[src/hdl/smx_pkg.sv]
`default_nettype none
// ---------------------------------------------------------------------------
// smx_pkg
// Shared types, widths and tables for the softmax/argmax classifier head.
// ---------------------------------------------------------------------------
package smx_pkg;

	localparam int DEF_MAX_CLASSES     = 8;
	localparam int DEF_LOGIT_FRAC_BITS = 8;

	localparam int LOGIT_W   = 16;
	localparam int PROB_W    = 17;
	localparam int CLASS_W   = 3;
	localparam int LOG2E_Q16 = 94548;
	localparam logic [PROB_W-1:0] ONE_Q16 = PROB_W'(65536);

	typedef enum logic [2:0] {
		ST_COLLECT,
		ST_EXP_RD,
		ST_EXP_GO,
		ST_EXP_WAIT,
		ST_DIV_RD,
		ST_DIV_GO,
		ST_DIV_WAIT,
		ST_EMIT
	} smx_state_t;

	// 2^(-k/16) in Q16, entry 16 is 0.5
	function automatic logic [PROB_W-1:0] pow2_neg(input logic [4:0] k);
		logic [PROB_W-1:0] v;
		case (k)
			5'd0:    v = 17'd65536;
			5'd1:    v = 17'd62757;
			5'd2:    v = 17'd60097;
			5'd3:    v = 17'd57549;
			5'd4:    v = 17'd55109;
			5'd5:    v = 17'd52773;
			5'd6:    v = 17'd50535;
			5'd7:    v = 17'd48393;
			5'd8:    v = 17'd46341;
			5'd9:    v = 17'd44376;
			5'd10:   v = 17'd42495;
			5'd11:   v = 17'd40693;
			5'd12:   v = 17'd38968;
			5'd13:   v = 17'd37316;
			5'd14:   v = 17'd35734;
			5'd15:   v = 17'd34219;
			default: v = 17'd32768;
		endcase
		return v;
	endfunction

endpackage
`default_nettype wire

[src/hdl/smx_in_if.sv]
`default_nettype none
// ---------------------------------------------------------------------------
// smx_in_if
// Logit channel: valid/ready with one signed logit and the last flag.
// ---------------------------------------------------------------------------
interface smx_in_if;
	logic        valid;
	logic        ready;
	logic [15:0] logit;
	logic        last;

	modport source (output valid, output logit, output last, input ready);
	modport sink (input valid, input logit, input last, output ready);
endinterface
`default_nettype wire

[src/hdl/smx_out_if.sv]
`default_nettype none
// ---------------------------------------------------------------------------
// smx_out_if
// Probability channel: valid/ready with one class probability per transaction.
// ---------------------------------------------------------------------------
interface smx_out_if;
	logic        valid;
	logic        ready;
	logic [2:0]  class_index;
	logic [16:0] probability;
	logic        is_last;
	logic [2:0]  predicted_class;
	logic [16:0] predicted_score;
	logic        overflow;

	modport source (output valid, output class_index, output probability, output is_last,
		output predicted_class, output predicted_score, output overflow, input ready);
	modport sink (input valid, input class_index, input probability, input is_last,
		input predicted_class, input predicted_score, input overflow, output ready);
endinterface
`default_nettype wire

[src/hdl/smx_exp.sv]
`default_nettype none
// ---------------------------------------------------------------------------
// smx_exp
// Three-stage exp(-t) unit: log2(e) scaling, table interpolation, shift.
// ---------------------------------------------------------------------------
module smx_exp #(
	parameter int LOGIT_FRAC_BITS = smx_pkg::DEF_LOGIT_FRAC_BITS
) (
	input  wire logic                         clk,
	input  wire logic                         arst_n,
	input  wire logic                         start,
	input  wire logic [smx_pkg::LOGIT_W-1:0]  t,
	output logic                              done,
	output logic [smx_pkg::PROB_W-1:0]        e
);
	import smx_pkg::*;

	localparam int Y_W = LOGIT_W + 17;
	localparam int N_W = Y_W - LOGIT_FRAC_BITS - 16;

	logic [Y_W-1:0]    y_s1;
	logic              v1_s1, v2_s2, v3_s3;
	logic [15:0]       f;
	logic [N_W-1:0]    n;
	logic [4:0]        k;
	logic [PROB_W-1:0] a, b, v;
	logic [11:0]       diff;
	logic [23:0]       prod;
	logic [PROB_W-1:0] v_s2;
	logic              sat_s2;
	logic [4:0]        n_s2;
	logic [PROB_W:0]   rnd;
	logic [PROB_W-1:0] e_s3;

	always_ff @(posedge clk or negedge arst_n) begin
		if (!arst_n) begin
			v1_s1 <= 1'b0;
			v2_s2 <= 1'b0;
			v3_s3 <= 1'b0;
		end else begin
			v1_s1 <= start;
			v2_s2 <= v1_s1;
			v3_s3 <= v2_s2;
		end
	end

	always_ff @(posedge clk) begin
		y_s1 <= Y_W'(t) * Y_W'(LOG2E_Q16);
	end

	always_comb begin
		f    = y_s1[LOGIT_FRAC_BITS +: 16];
		n    = y_s1[Y_W-1 -: N_W];
		k    = {1'b0, f[15:12]};
		a    = pow2_neg(k);
		b    = pow2_neg(k + 5'd1);
		diff = 12'(a - b);
		prod = 24'(diff) * 24'(f[11:0]);
		v    = a - PROB_W'((prod + 24'd2048) >> 12);
	end

	always_ff @(posedge clk) begin
		v_s2   <= v;
		sat_s2 <= (n >= N_W'(17));
		n_s2   <= n[4:0];
	end

	// round half up before the shift
	always_comb begin
		if (n_s2 == 5'd0) begin
			rnd = {1'b0, v_s2};
		end else begin
			rnd = ({1'b0, v_s2} + ((PROB_W+1)'(1) << (n_s2 - 5'd1))) >> n_s2;
		end
	end

	always_ff @(posedge clk) begin
		e_s3 <= sat_s2 ? '0 : rnd[PROB_W-1:0];
	end

	assign done = v3_s3;
	assign e    = e_s3;

endmodule
`default_nettype wire

[src/hdl/smx_div.sv]
`default_nettype none
// ---------------------------------------------------------------------------
// smx_div
// Bit-serial restoring divider, one quotient bit per cycle.
// ---------------------------------------------------------------------------
module smx_div #(
	parameter int NUM_W = 34,
	parameter int DEN_W = 20
) (
	input  wire logic             clk,
	input  wire logic             arst_n,
	input  wire logic             start,
	input  wire logic [NUM_W-1:0] num,
	input  wire logic [DEN_W-1:0] den,
	output logic                  done,
	output logic [NUM_W-1:0]      quo
);
	import smx_pkg::*;

	localparam int CNT_W = $clog2(NUM_W + 1);

	logic [CNT_W-1:0] cnt_q;
	logic             busy_q, done_q;
	logic [DEN_W:0]   rem_q;
	logic [NUM_W-1:0] quo_q, num_q;
	logic [DEN_W-1:0] den_q;
	logic [DEN_W:0]   trial;
	logic             fits;

	assign trial = {rem_q[DEN_W-1:0], num_q[NUM_W-1]};
	assign fits  = trial >= {1'b0, den_q};

	always_ff @(posedge clk or negedge arst_n) begin
		if (!arst_n) begin
			busy_q <= 1'b0;
			done_q <= 1'b0;
			cnt_q  <= '0;
		end else begin
			done_q <= 1'b0;
			if (start) begin
				busy_q <= 1'b1;
				cnt_q  <= CNT_W'(NUM_W);
			end else if (busy_q) begin
				cnt_q <= cnt_q - 1'b1;
				if (cnt_q == CNT_W'(1)) begin
					busy_q <= 1'b0;
					done_q <= 1'b1;
				end
			end
		end
	end

	always_ff @(posedge clk) begin
		if (start) begin
			rem_q <= '0;
			quo_q <= '0;
			num_q <= num;
			den_q <= den;
		end else if (busy_q) begin
			rem_q <= fits ? trial - {1'b0, den_q} : trial;
			quo_q <= {quo_q[NUM_W-2:0], fits};
			num_q <= num_q << 1;
		end
	end

	assign done = done_q;
	assign quo  = quo_q;

`ifndef NO_ASSERTIONS
	a_cnt_range: assert property (@(posedge clk) disable iff (!arst_n)
		cnt_q <= CNT_W'(NUM_W)) else $error("divider count out of range");
	a_done_once: assert property (@(posedge clk) disable iff (!arst_n)
		done_q |=> !done_q) else $error("divider done held");
	a_done_after_busy: assert property (@(posedge clk) disable iff (!arst_n)
		done_q |-> $past(busy_q)) else $error("divider done without work");
`endif

endmodule
`default_nettype wire

[src/hdl/softmax_argmax_head.sv]
`default_nettype none
// ---------------------------------------------------------------------------
// softmax_argmax_head
// Classifier head: stores logits, then emits softmax probabilities and argmax.
// ---------------------------------------------------------------------------
// Usage: logits enter on the sample channel one per transaction; ready stays
// high while the vector is collected. A transaction with last set closes
// the vector and the block then drops ready until every probability of the
// vector has been taken on the result channel, in class order. The final
// result carries is_last, the argmax class and its probability (ties to the
// lowest class). Logits beyond MAX_CLASSES are discarded and set overflow.
// Order: first an exp pass over the stored classes (memory read plus the
// 3-stage exp unit per class), then a divide pass (memory read plus the
// serial divider per class), each quotient emitted before the next class.
// The divider sets the rate.
// The result register holds its transaction until ready is seen; a stall
// just halts the sequencer. Reset empties the vector, clears the maximum,
// sum, argmax and overflow, and leaves the block ready for a new vector.
// ---------------------------------------------------------------------------
module softmax_argmax_head #(
	parameter int MAX_CLASSES     = smx_pkg::DEF_MAX_CLASSES,
	parameter int LOGIT_FRAC_BITS = smx_pkg::DEF_LOGIT_FRAC_BITS
) (
	input wire logic clk,
	input wire logic arst_n,
	smx_in_if.sink   sample,
	smx_out_if.source result
);
	import smx_pkg::*;

	localparam int IDX_W = $clog2(MAX_CLASSES);
	localparam int CNT_W = $clog2(MAX_CLASSES + 1);
	localparam int SUM_W = PROB_W + IDX_W;
	localparam int NUM_W = 34;

	smx_state_t state_q, state_d;

	logic signed [LOGIT_W-1:0] logit_mem [MAX_CLASSES];
	logic [PROB_W-1:0]         exp_mem [MAX_CLASSES];
	logic signed [LOGIT_W-1:0] logit_rd_q;
	logic [PROB_W-1:0]         exp_rd_q;

	logic signed [LOGIT_W-1:0] max_q;
	logic [CNT_W-1:0]          cnt_q;
	logic [IDX_W-1:0]          idx_q;
	logic [SUM_W-1:0]          sum_q;
	logic [IDX_W-1:0]          best_idx_q;
	logic [PROB_W-1:0]         best_prob_q;
	logic                      drop_q;

	logic                      in_ready, exp_start, div_start, out_valid;
	logic                      in_take, out_take, idx_is_last;
	logic                      exp_done, div_done;
	logic [PROB_W-1:0]         e_val;
	logic [LOGIT_W-1:0]        t_val;
	logic [NUM_W-1:0]          num_val, quo_val;
	logic [PROB_W-1:0]         p_val;
	logic                      p_best;

	logic [CLASS_W-1:0]        class_q, pred_class_q;
	logic [PROB_W-1:0]         prob_q, pred_score_q;
	logic                      is_last_q, ovf_q;

	assign in_take     = sample.valid && in_ready;
	assign out_take    = out_valid && result.ready;
	assign idx_is_last = (CNT_W'(idx_q) + CNT_W'(1)) == cnt_q;

	always_comb begin
		state_d = state_q;
		case (state_q)
			ST_COLLECT:  if (in_take && sample.last) state_d = ST_EXP_RD;
			ST_EXP_RD:   state_d = ST_EXP_GO;
			ST_EXP_GO:   state_d = ST_EXP_WAIT;
			ST_EXP_WAIT: if (exp_done) state_d = idx_is_last ? ST_DIV_RD : ST_EXP_RD;
			ST_DIV_RD:   state_d = ST_DIV_GO;
			ST_DIV_GO:   state_d = ST_DIV_WAIT;
			ST_DIV_WAIT: if (div_done) state_d = ST_EMIT;
			ST_EMIT:     if (out_take) state_d = idx_is_last ? ST_COLLECT : ST_DIV_RD;
			default:     state_d = ST_COLLECT;
		endcase
	end

	always_comb begin
		in_ready  = 1'b0;
		exp_start = 1'b0;
		div_start = 1'b0;
		out_valid = 1'b0;
		case (state_q)
			ST_COLLECT: in_ready  = 1'b1;
			ST_EXP_GO:  exp_start = 1'b1;
			ST_DIV_GO:  div_start = 1'b1;
			ST_EMIT:    out_valid = 1'b1;
			default:    ;
		endcase
	end

	always_ff @(posedge clk or negedge arst_n) begin
		if (!arst_n) begin
			state_q     <= ST_COLLECT;
			max_q       <= {1'b1, {(LOGIT_W-1){1'b0}}};
			cnt_q       <= '0;
			idx_q       <= '0;
			sum_q       <= '0;
			best_idx_q  <= '0;
			best_prob_q <= '0;
			drop_q      <= 1'b0;
		end else begin
			state_q <= state_d;
			if (in_take) begin
				if (cnt_q < CNT_W'(MAX_CLASSES)) begin
					cnt_q <= cnt_q + 1'b1;
					if ($signed(sample.logit) > max_q) max_q <= $signed(sample.logit);
				end else begin
					drop_q <= 1'b1;
				end
			end
			if (state_q == ST_EXP_WAIT && exp_done) begin
				sum_q <= sum_q + SUM_W'(e_val);
				idx_q <= idx_is_last ? '0 : idx_q + 1'b1;
			end
			if (state_q == ST_DIV_WAIT && div_done && p_best) begin
				best_idx_q  <= idx_q;
				best_prob_q <= p_val;
			end
			if (out_take) begin
				if (idx_is_last) begin
					max_q       <= {1'b1, {(LOGIT_W-1){1'b0}}};
					cnt_q       <= '0;
					idx_q       <= '0;
					sum_q       <= '0;
					best_idx_q  <= '0;
					best_prob_q <= '0;
					drop_q      <= 1'b0;
				end else begin
					idx_q <= idx_q + 1'b1;
				end
			end
		end
	end

	// vector storage, read data registered
	always_ff @(posedge clk) begin
		if (in_take && cnt_q < CNT_W'(MAX_CLASSES)) begin
			logit_mem[cnt_q[IDX_W-1:0]] <= $signed(sample.logit);
		end
		if (state_q == ST_EXP_WAIT && exp_done) begin
			exp_mem[idx_q] <= e_val;
		end
		logit_rd_q <= logit_mem[idx_q];
		exp_rd_q   <= exp_mem[idx_q];
	end

	assign t_val = LOGIT_W'(max_q - logit_rd_q);

	smx_exp #(
		.LOGIT_FRAC_BITS(LOGIT_FRAC_BITS)
	) u_exp (
		.clk   (clk),
		.arst_n(arst_n),
		.start (exp_start),
		.t     (t_val),
		.done  (exp_done),
		.e     (e_val)
	);

	assign num_val = (NUM_W'(exp_rd_q) << 16) + NUM_W'(sum_q >> 1);

	smx_div #(
		.NUM_W(NUM_W),
		.DEN_W(SUM_W)
	) u_div (
		.clk   (clk),
		.arst_n(arst_n),
		.start (div_start),
		.num   (num_val),
		.den   (sum_q),
		.done  (div_done),
		.quo   (quo_val)
	);

	assign p_val  = (quo_val > NUM_W'(ONE_Q16)) ? ONE_Q16 : quo_val[PROB_W-1:0];
	assign p_best = (idx_q == '0) || (p_val > best_prob_q);

	// result register, loaded when a quotient is ready
	always_ff @(posedge clk) begin
		if (state_q == ST_DIV_WAIT && div_done) begin
			class_q   <= CLASS_W'(idx_q);
			prob_q    <= p_val;
			is_last_q <= idx_is_last;
			ovf_q     <= drop_q;
			if (idx_is_last) begin
				pred_class_q <= p_best ? CLASS_W'(idx_q) : CLASS_W'(best_idx_q);
				pred_score_q <= p_best ? p_val : best_prob_q;
			end else begin
				pred_class_q <= '0;
				pred_score_q <= '0;
			end
		end
	end

	assign sample.ready           = in_ready;
	assign result.valid           = out_valid;
	assign result.class_index     = class_q;
	assign result.probability     = prob_q;
	assign result.is_last         = is_last_q;
	assign result.predicted_class = pred_class_q;
	assign result.predicted_score = pred_score_q;
	assign result.overflow        = ovf_q;

`ifndef NO_ASSERTIONS
	a_cnt_cap: assert property (@(posedge clk) disable iff (!arst_n)
		cnt_q <= CNT_W'(MAX_CLASSES)) else $error("entry count above capacity");
	a_run_nonempty: assert property (@(posedge clk) disable iff (!arst_n)
		(state_q != ST_COLLECT) |-> (cnt_q != '0)) else $error("empty vector in compute");
	a_end_clears: assert property (@(posedge clk) disable iff (!arst_n)
		(out_take && result.is_last) |=> (cnt_q == '0 && state_q == ST_COLLECT))
		else $error("run state not cleared after final result");
	a_idx_range: assert property (@(posedge clk) disable iff (!arst_n)
		(state_q != ST_COLLECT) |-> (CNT_W'(idx_q) < cnt_q)) else $error("index past count");
`endif

endmodule
`default_nettype wire

[src/flat_wrapper.sv]
// flat-port wrapper written by rule: the top's interface ports become plain ports
module softmax_argmax_head_flat import smx_pkg::*;
#(
	parameter int MAX_CLASSES     = smx_pkg::DEF_MAX_CLASSES,
	parameter int LOGIT_FRAC_BITS = smx_pkg::DEF_LOGIT_FRAC_BITS
)
  (clk, arst_n, sample_valid, sample_logit, sample_last, sample_ready, result_valid, result_class_index, result_probability, result_is_last, result_predicted_class, result_predicted_score, result_overflow, result_ready);
  smx_in_if sample_i ();
  smx_out_if result_i ();
  input wire logic clk;
  input wire logic arst_n;
  input wire logic [$bits(sample_i.valid)-1:0] sample_valid;
  input wire logic [$bits(sample_i.logit)-1:0] sample_logit;
  input wire logic [$bits(sample_i.last)-1:0] sample_last;
  output wire logic [$bits(sample_i.ready)-1:0] sample_ready;
  output wire logic [$bits(result_i.valid)-1:0] result_valid;
  output wire logic [$bits(result_i.class_index)-1:0] result_class_index;
  output wire logic [$bits(result_i.probability)-1:0] result_probability;
  output wire logic [$bits(result_i.is_last)-1:0] result_is_last;
  output wire logic [$bits(result_i.predicted_class)-1:0] result_predicted_class;
  output wire logic [$bits(result_i.predicted_score)-1:0] result_predicted_score;
  output wire logic [$bits(result_i.overflow)-1:0] result_overflow;
  input wire logic [$bits(result_i.ready)-1:0] result_ready;
  assign sample_i.valid = sample_valid;
  assign sample_i.logit = sample_logit;
  assign sample_i.last = sample_last;
  assign sample_ready = sample_i.ready;
  assign result_valid = result_i.valid;
  assign result_class_index = result_i.class_index;
  assign result_probability = result_i.probability;
  assign result_is_last = result_i.is_last;
  assign result_predicted_class = result_i.predicted_class;
  assign result_predicted_score = result_i.predicted_score;
  assign result_overflow = result_i.overflow;
  assign result_i.ready = result_ready;
  softmax_argmax_head #(.MAX_CLASSES(MAX_CLASSES), .LOGIT_FRAC_BITS(LOGIT_FRAC_BITS)) u_core (.clk(clk), .arst_n(arst_n), .sample(sample_i), .result(result_i));
endmodule
[config.mk]
export PLATFORM = sky130hd
export DESIGN_NAME = softmax_argmax_head_flat
export DESIGN_NICKNAME = d
export VERILOG_FILES = /design/src/hdl/smx_pkg.sv /design/src/hdl/smx_in_if.sv /design/src/hdl/smx_out_if.sv /design/src/hdl/smx_exp.sv /design/src/hdl/smx_div.sv /design/src/hdl/softmax_argmax_head.sv /design/src/flat_wrapper.sv
export SDC_FILE = /design/constraint.sdc
export NUM_CORES = 2
export LEC_CHECK = 0
export BUFFER_PORTS_ARGS = -buffer_cell sky130_fd_sc_hd__buf_4
export CORE_UTILIZATION = 50
export CTS_BUF_LIST = sky130_fd_sc_hd__clkbuf_4 sky130_fd_sc_hd__clkbuf_8
export CTS_CLUSTER_DIAMETER = 60
export CTS_CLUSTER_SIZE = 8
export DETAILED_ROUTE_END_ITERATION = 12
export GPL_TIMING_DRIVEN = 1
export PLACE_DENSITY_LB_ADDON = 0.15
export SYNTH_ARGS = -nofsm -noshare
export SYNTH_HDL_FRONTEND = slang
export SYNTH_SLANG_ARGS = --single-unit
[constraint.sdc]
create_clock -name clk -period 11.2 [get_ports clk]
set_input_delay 0.56 -clock clk [delete_from_list [all_inputs] [get_ports clk]]
set_output_delay 0.56 -clock clk [all_outputs]
set_load 0.05 [all_outputs]
### Word level (Yosys, flattened, before mapping)

Memories as Yosys holds them, arrays and structs flattened. A register that Yosys moved wholly into a read port is not among the register bits.
Index checks and enable logic that the tools add are counted.

| storage, ports and cells | value |
|---|---|
| memory bits (writable) | 264 |
| bits in registers | 299 |
| word-level logic and storage cells | 140 |
| memories kept | 4 |
| memory bits (read-only) | 544 |

Memory list:

| memory | words | bits a word | read ports | clocked after memory_dff | write ports | RTL line | text |
|---|---|---|---|---|---|---|---|
| (no name shown) | 16 | 17 | 1 | 1 | 0 | smx_pkg.sv:31 | `case (k)` |
| (no name shown) | 16 | 17 | 1 | 0 | 0 | smx_pkg.sv:31 |  |
| u_core.exp_mem | 8 | 17 | 1 | 1 | 1 | softmax_argmax_head.sv:39 | `logic [PROB_W-1:0] exp_mem [MAX_CLASSES];` |
| u_core.logit_mem | 8 | 16 | 1 | 1 | 1 | softmax_argmax_head.sv:38 | `logic signed [LOGIT_W-1:0] logit_mem [MAX_CLASSES];` |

| cells by class | value |
|---|---|
| multipliers | 2 |
| shifts and indexed selects | 2 |
| magnitude comparators | 6 |
| reduce and logical (&&, ||, !) cells | 14 |
| add/subtract/negate cells | 14 |
| equality and inequality tests | 13 |
| multiplexer cells | 56 |

Operator list:

| kind | number |
|---|---|
| two-way mux 17 bit | 6 |
| two-way mux 16 bit | 5 |
| two-way mux 20 bit | 4 |
| two-way mux 34 bit | 2 |
| two-way mux 3 bit | 13 |
| adder 33 x 19 -> 34 bit | 1 |
| > comparator 34 x 17 -> 1 bit, second input constant | 1 |
| multiplier 16 x 15 -> 31 bit, second input constant | 1 |
| adder 24 x 12 -> 24 bit, second input constant | 1 |
| multiplier 12 x 12 -> 24 bit | 1 |
| one-hot mux 3 bit (8 select lines) | 1 |
| greater-or-equal comparator 21 x 20 -> 1 bit | 1 |
| adder 20 x 17 -> 20 bit | 1 |
| subtractor 20 bit | 1 |
| adder 17 x 18 -> 18 bit | 1 |
| two-way mux 1 bit | 18 |
| << shifter 1 x 5 -> 18 bit, first input constant | 1 |
| >> shifter 18 x 5 -> 17 bit | 1 |
| > comparator 17 bit | 1 |
| subtractor 17 x 12 -> 17 bit | 1 |
| > comparator 16 bit | 1 |
| two-way mux 4 bit | 4 |
| subtractor 16 bit | 1 |
| equality test 3 bit, second input constant | 4 |
| 23 further kinds | 35 |

### Longest topological paths before layout

| logic depth | value |
|---|---|
| word-level depth | 8 |
| depth in mapped cells | 44 |

### By module

Synthesis repeated with hierarchy kept, for this count alone.

| second synthesis, totals | value |
|---|---|
| cell total of the unflattened synthesis | 3502 |
| area total of the unflattened synthesis | 38221.7 µm² |

By module, submodules not included:

| module | cells an instance | area an instance (µm²) | instances | sequential area each (µm²) |
|---|---|---|---|---|
| softmax_argmax_head | 1326 | 17511.8 | 1 | 11527.3 |
| smx_exp | 1661 | 14888.0 | 1 | 1716.6 |
| smx_div | 515 | 5821.8 | 1 | 2902.8 |

### Worst setup path after synthesis

No wires, ideal clock.

| timing | value |
|---|---|
| kind | register to register |
| from | register u_core.u_exp.y_s1[20] |
| to | register u_core.u_exp.v_s2[14] |
| clock period less this slack | 9980 ps |
| cell stages (with the launch flop) | 42 |
| setup slack | 1220 ps |
| required time | 11082 ps |
| buffers on the path | 1 |
| arrival | 9861 ps |
| path through | dfxtp_1 > clkbuf_1 > nand3_1 > xnor2_1 > mux4_2 > inv_1 > nand2_1 > ha_1 > a21o_1 > a21oi_1 > o21bai_1 > a21oi_1 > o21bai_1 > a21oi_1 > nor4bb_1 > or3_1 > and2_1 > fa_1 > (+6 left out) > fa_1 > inv_1 > ha_1 > a2111oi_0 > o221ai_1 > a31oi_2 > o21ai_1 > o41ai_2 > o211ai_1 > or2_2 > xnor2_1 > ha_1 > nand3_1 > nand2_1 > a41o_1 > o311ai_0 > nand3b_1 > xnor2_1 |

| on the way | value |
|---|---|
| word-level cells in the longest chain between the ends | 7 |

Ends and longest elaborated chain:

| element | RTL line | text |
|---|---|---|
| start: declaration | smx_exp.sv:21 | `logic [Y_W-1:0] y_s1;` |
| start signal: assignment | smx_exp.sv:48 | `y_s1 <= Y_W'(t) * Y_W'(LOG2E_Q16);` |
| adder 4 x 1 -> 5 bit * | smx_exp.sv:56 | `b = pow2_neg(k + 5'd1);` |
| memory read (16 x 17 bit) | -- |  |
| two-way mux 12 bit * | smx_pkg.sv:31 |  |
| subtractor 12 bit * | smx_exp.sv:57 | `diff = 12'(a - b);` |
| multiplier 12 x 12 -> 24 bit * | smx_exp.sv:58 | `prod = 24'(diff) * 24'(f[11:0]);` |
| adder 24 x 12 -> 24 bit * | smx_exp.sv:59 | `v = a - PROB_W'((prod + 24'd2048) >> 12);` |
| subtractor 17 x 12 -> 17 bit * | smx_exp.sv:59 |  |
| named net u_core.u_exp.v[14] | smx_exp.sv:26 | `logic [PROB_W-1:0] a, b, v;` |
| end signal: assignment | smx_exp.sv:63 | `v_s2 <= v;` |
| end: declaration | smx_exp.sv:29 | `logic [PROB_W-1:0] v_s2;` |

Mark *: on every way through the listed nets, which the timed path passes. The rest lies on a longest branch.
A chain may end at the register's enable or synchronous reset.

### Worst setup path in the final report

| timing | value |
|---|---|
| from | register u_core.u_exp.y_s1[21] |
| to | register u_core.u_exp.v_s2[14] |

The elaborated chain is that of the path after synthesis.

==> metrics.csv <==
stage,metric,value,unit
synth,synthArstFlopShare,12.85,%
worst_setup_path,crit_type,register to register,
job,maxCapViolations,0,
worst_setup_path,path_delay_family,adder cells,
synth,synth_area,36870,um2
global_route,grt_pass1_wl,145.2,mm
synth,synthMuxAreaShare,2.881,%
synth,synth_simple_gate_area_share,12.09,%
clock_network,htreeDepth,3,
floorplanning,die_y,273.5,um
clock_network,clk_pin_slew,70,ps
worst_setup_path,rrSetupSlack,710,ps
drt,dr.first_iter.drc_count,1710,
worst_setup_path,startpoint_type,register,
worst_setup_path,critPathCaptureType,register,
global_route,gr-usage-met2,42.17,%
placement,place_congestion,0.9367,
timing,post-route-period-util,93.65,%
synth,synth-seq-cells,607,
worst_setup_path,cp.depth,41,
global_route,busiest_layer,met2,
synth,synth_area_leaders,"edfxtp_1, ha_1, fa_1",
global_route,grt_max_degree,86,
worst_setup_path,critPathMaxFanout,13,
synth,yosysSeqAreaShare,43.80,%
timing,setup_viol,0,
synth,synth_top_family_by_area,adder cells,
clock_network,cts.sinks,607,
timing,tns,0,ps
drt,wl,91.99,mm
min_path,hold_path_depth,1,
synth,yosys_warnings,0,
layout,nets,4025,
synth,synth_top_area_share,29.32,%
synth,synthAdderAreaFrac,21.33,%
drt,drc,0,
layout,drive_above_1_share,9.375,%
timing,rsz0062_at_grt,false,
run_status,outcome,finished clean,
global_route,grt_pass1_vias,26225,
synth,yosys.area.top_type,edfxtp_1,
worst_setup_path,cp.required,11760,ps
placement,dp_hpwl,66.18,mm
layout,syn_to_final_growth,9.595,%
global_route,met1_usage,31.94,%
clock_network,clk_latency,710,ps
worst_setup_path,regToRegEndpoint,u_core.u_exp.v_s2[14]$_DFF_P_,
min_path,hold_path.class,primary input to register,
synth,synth_compound_area_share,11.62,%
synth,syn_nets,3955,
worst_setup_path,cpPeakStageDelay,520,ps
placement,io_buffers,64,
synth,synth-edff-count,360,
drt,route.vias.total,25848,
synth,synthDistinctLibCells,90,
floorplanning,fp.dieW,273.5,um
timing,fin_skew,53.96,ps
floorplanning,fp-row-count,99,
worst_setup_path,cp-startpoint,u_core.u_exp.y_s1[21]$_DFF_P_,
global_route,overflow,0,
worst_setup_path,cp.buffers_inverters,5,
floorplanning,core_area,72960,um2
worst_setup_path,ff2ff_path_depth,41,
drt,first_pass_iters,5,
drt,vias_per_cell,5.719,
floorplanning,die-area,74820,um2
floorplanning,initial_core_util,50.53,%
synth,netlist_instances,3410,
worst_setup_path,crit_arrival,11050,ps
synth,synthFlopType,edfxtp_1,
min_path,worstHoldStart,sample_logit[8],
placement,dp_cells,4348,
drt,detail_route.wl_per_cell,20.35,um
clock_network,cts_root_buffer,clkbuf_8,
drt,antenna_left,0,
timing,worst_pin_slew,1191,ps
timing,period_needed,10490,ps
global_route,track_usage,24.91,%
clock_network,cts_buffer_depth,3,
clock_network,cts_buffers,88,
clock_network,cts_tree,done,
global_route,antenna_found_initial,9,
worst_setup_path,slowest_stage,fa_1,
synth,avgSynthCellArea,10.81,um2
timing,hold_viol_final,0,
timing,drv_slew,0,
floorplanning,num_io_pins,65,
worst_setup_path,crit_top_cell,fa_1,
global_route,use_met3,3.237,%
layout,final_cells,4520,
timing,fmax,0.09534,GHz
worst_setup_path,r2r-start,u_core.u_exp.y_s1[21]$_DFF_P_,
synth,synth_xor_area_share,3.326,%
timing,maxSlewHeadroom,20.61,%
min_path,hold_end,u_core.logit_mem[3][8]$_DFFE_PP_,
==> registers in the layout, indices dropped and copies added (netlist names), 4 cells and up <==
signal                         flops
u_core.u_div.den_q                20
u_core.u_exp.n_s2                  5
u_core.logit_rd_q                 16
u_core.u_exp.y_s1                 25
u_core.result.probability         17
u_core.u_exp.a                    17
u_core.max_q                      16
u_core.logit_mem                 128
u_core.u_div.rem_q                20
u_core.u_exp.e                    17
u_core.u_div.cnt_q                 6
u_core.sum_q                      20
u_core.cnt_q                       4
u_core.best_prob_q                17
u_core.u_div.num_q                34
u_core.exp_rd_q                   17
u_core.exp_mem                   136
u_core.u_div.quo                  34
u_core.result.predicted_score     17
u_core.u_exp.v_s2                 17
==> routing by layer <==
layer	routed length, um	vias up
met5	0	-
met4	3893	0
met3	4349	174
met2	44640	697
met1	39110	12766
li1	-	12211
==> per-stage QoR <==
step	util, %	worst slack [ps]	hold slack, ps	cell area [um2]
final	55.38	711.2	108.0	40400
after global routing	55.37	57.84	72.98	40400
after CTS	55.31	152.3	48.81	40350
after detailed placement	52.71	236.1	338.6	38460
after global placement	52.71	506.6	336.9	38460
after floorplan	-	1220	264.4	36870
==> final cells by class <==
| type | instances | area (um2) |
|---|---|---|
| fillers | 6229 | 32560 |
| multi-input cells | 2321 | 18980 |
| flip-flops and latches | 607 | 16150 |
| clock buffers | 150 | 1689 |
| inverters | 346 | 1299 |
| well taps | 959 | 1200 |
| repair buffers | 116 | 873.3 |
| clock inverters | 12 | 192.7 |
| diodes | 9 | 22.52 |
==> worst register-to-register path: cells and delay by family, from the launching register on <==
kind | cells | cell delay (ps)
muxes | 1 | 160
buffers and inverters | 5 | 260
AOI/OAI and AO/OA | 15 | 3480
xor gates and xnor gates | 2 | 280
and+or+nand+nor | 7 | 1390
adders and majority gates | 11 | 4370
DFF | 1 | 430
==> cell usage in the layout, fill, tap and decap left out, drive strengths merged, types with 9 or more instances in the layout <==
cell and count:
a31oi 17, o21bai 13, xnor2 86, o21a 34
nand2 272, ha 350, nor2 214, inv 348
dfxtp 169, nand4 53, mux2i 96, clkbuf 150
nor2b 24, a22oi 138, xor2 54, dfrtp 77
or3 14, nor4 19, and2 99, or2 10
nand2b 20, fa 174, o211ai 12, a21oi 139
diode 9, and3b 10, nand3b 9, and3 21
nor3 64, a21boi 9, a21o 42, nand3 62
edfxtp 360, a211oi 22, buf 115, o21ai 117
==> kinds of logic after synthesis <==
logic type / count (synthesis)
AOI/OAI and AO/OA: 637
xor gates and xnor gates: 140
adders and majority gates: 524
buffers and inverters: 482
DFF: 607
muxes: 103
and+or+nand+nor: 917
==> what timing repair did <==
| item | in CTS | in global routing |
|---|---|---|
| endpoints found under the hold margin | 30 | 0 |
| hold buffers | 1 | 0 |
| endpoints found under the setup margin | 0 | 6 |
| setup buffers | 0 | 0 |
| gates resized for setup | 0 | 7 |
==> worst max-delay path by stage <==
stage | slack [ps] | end
after floorplan | 1220 | u_core.u_exp.v_s2[14]$_DFF_P_
after global placement | 510 | u_core.u_exp.v_s2[14]$_DFF_P_
after detailed placement | 240 | u_core.u_exp.v_s2[14]$_DFF_P_
after CTS | 150 | u_core.u_exp.v_s2[14]$_DFF_P_
after global routing | 60 | u_core.u_exp.v_s2[14]$_DFF_P_
final | 710 | u_core.u_exp.v_s2[14]$_DFF_P_
==> synth_stat cells (86+ instances only) <==
cell,n
fa_1,174
xnor2_1,86
inv_1,342
o21ai_0,114
dfxtp_1,169
nor2_1,214
clkbuf_1,121
and2_1,99
a22oi_1,138
mux2i_1,96
edfxtp_1,360
a21oi_1,139
ha_1,350
nand2_1,272
Power is left out: the tool's default activity adds up to more than one toggle a clock period on the data nets, which glitch-free logic cannot reach.
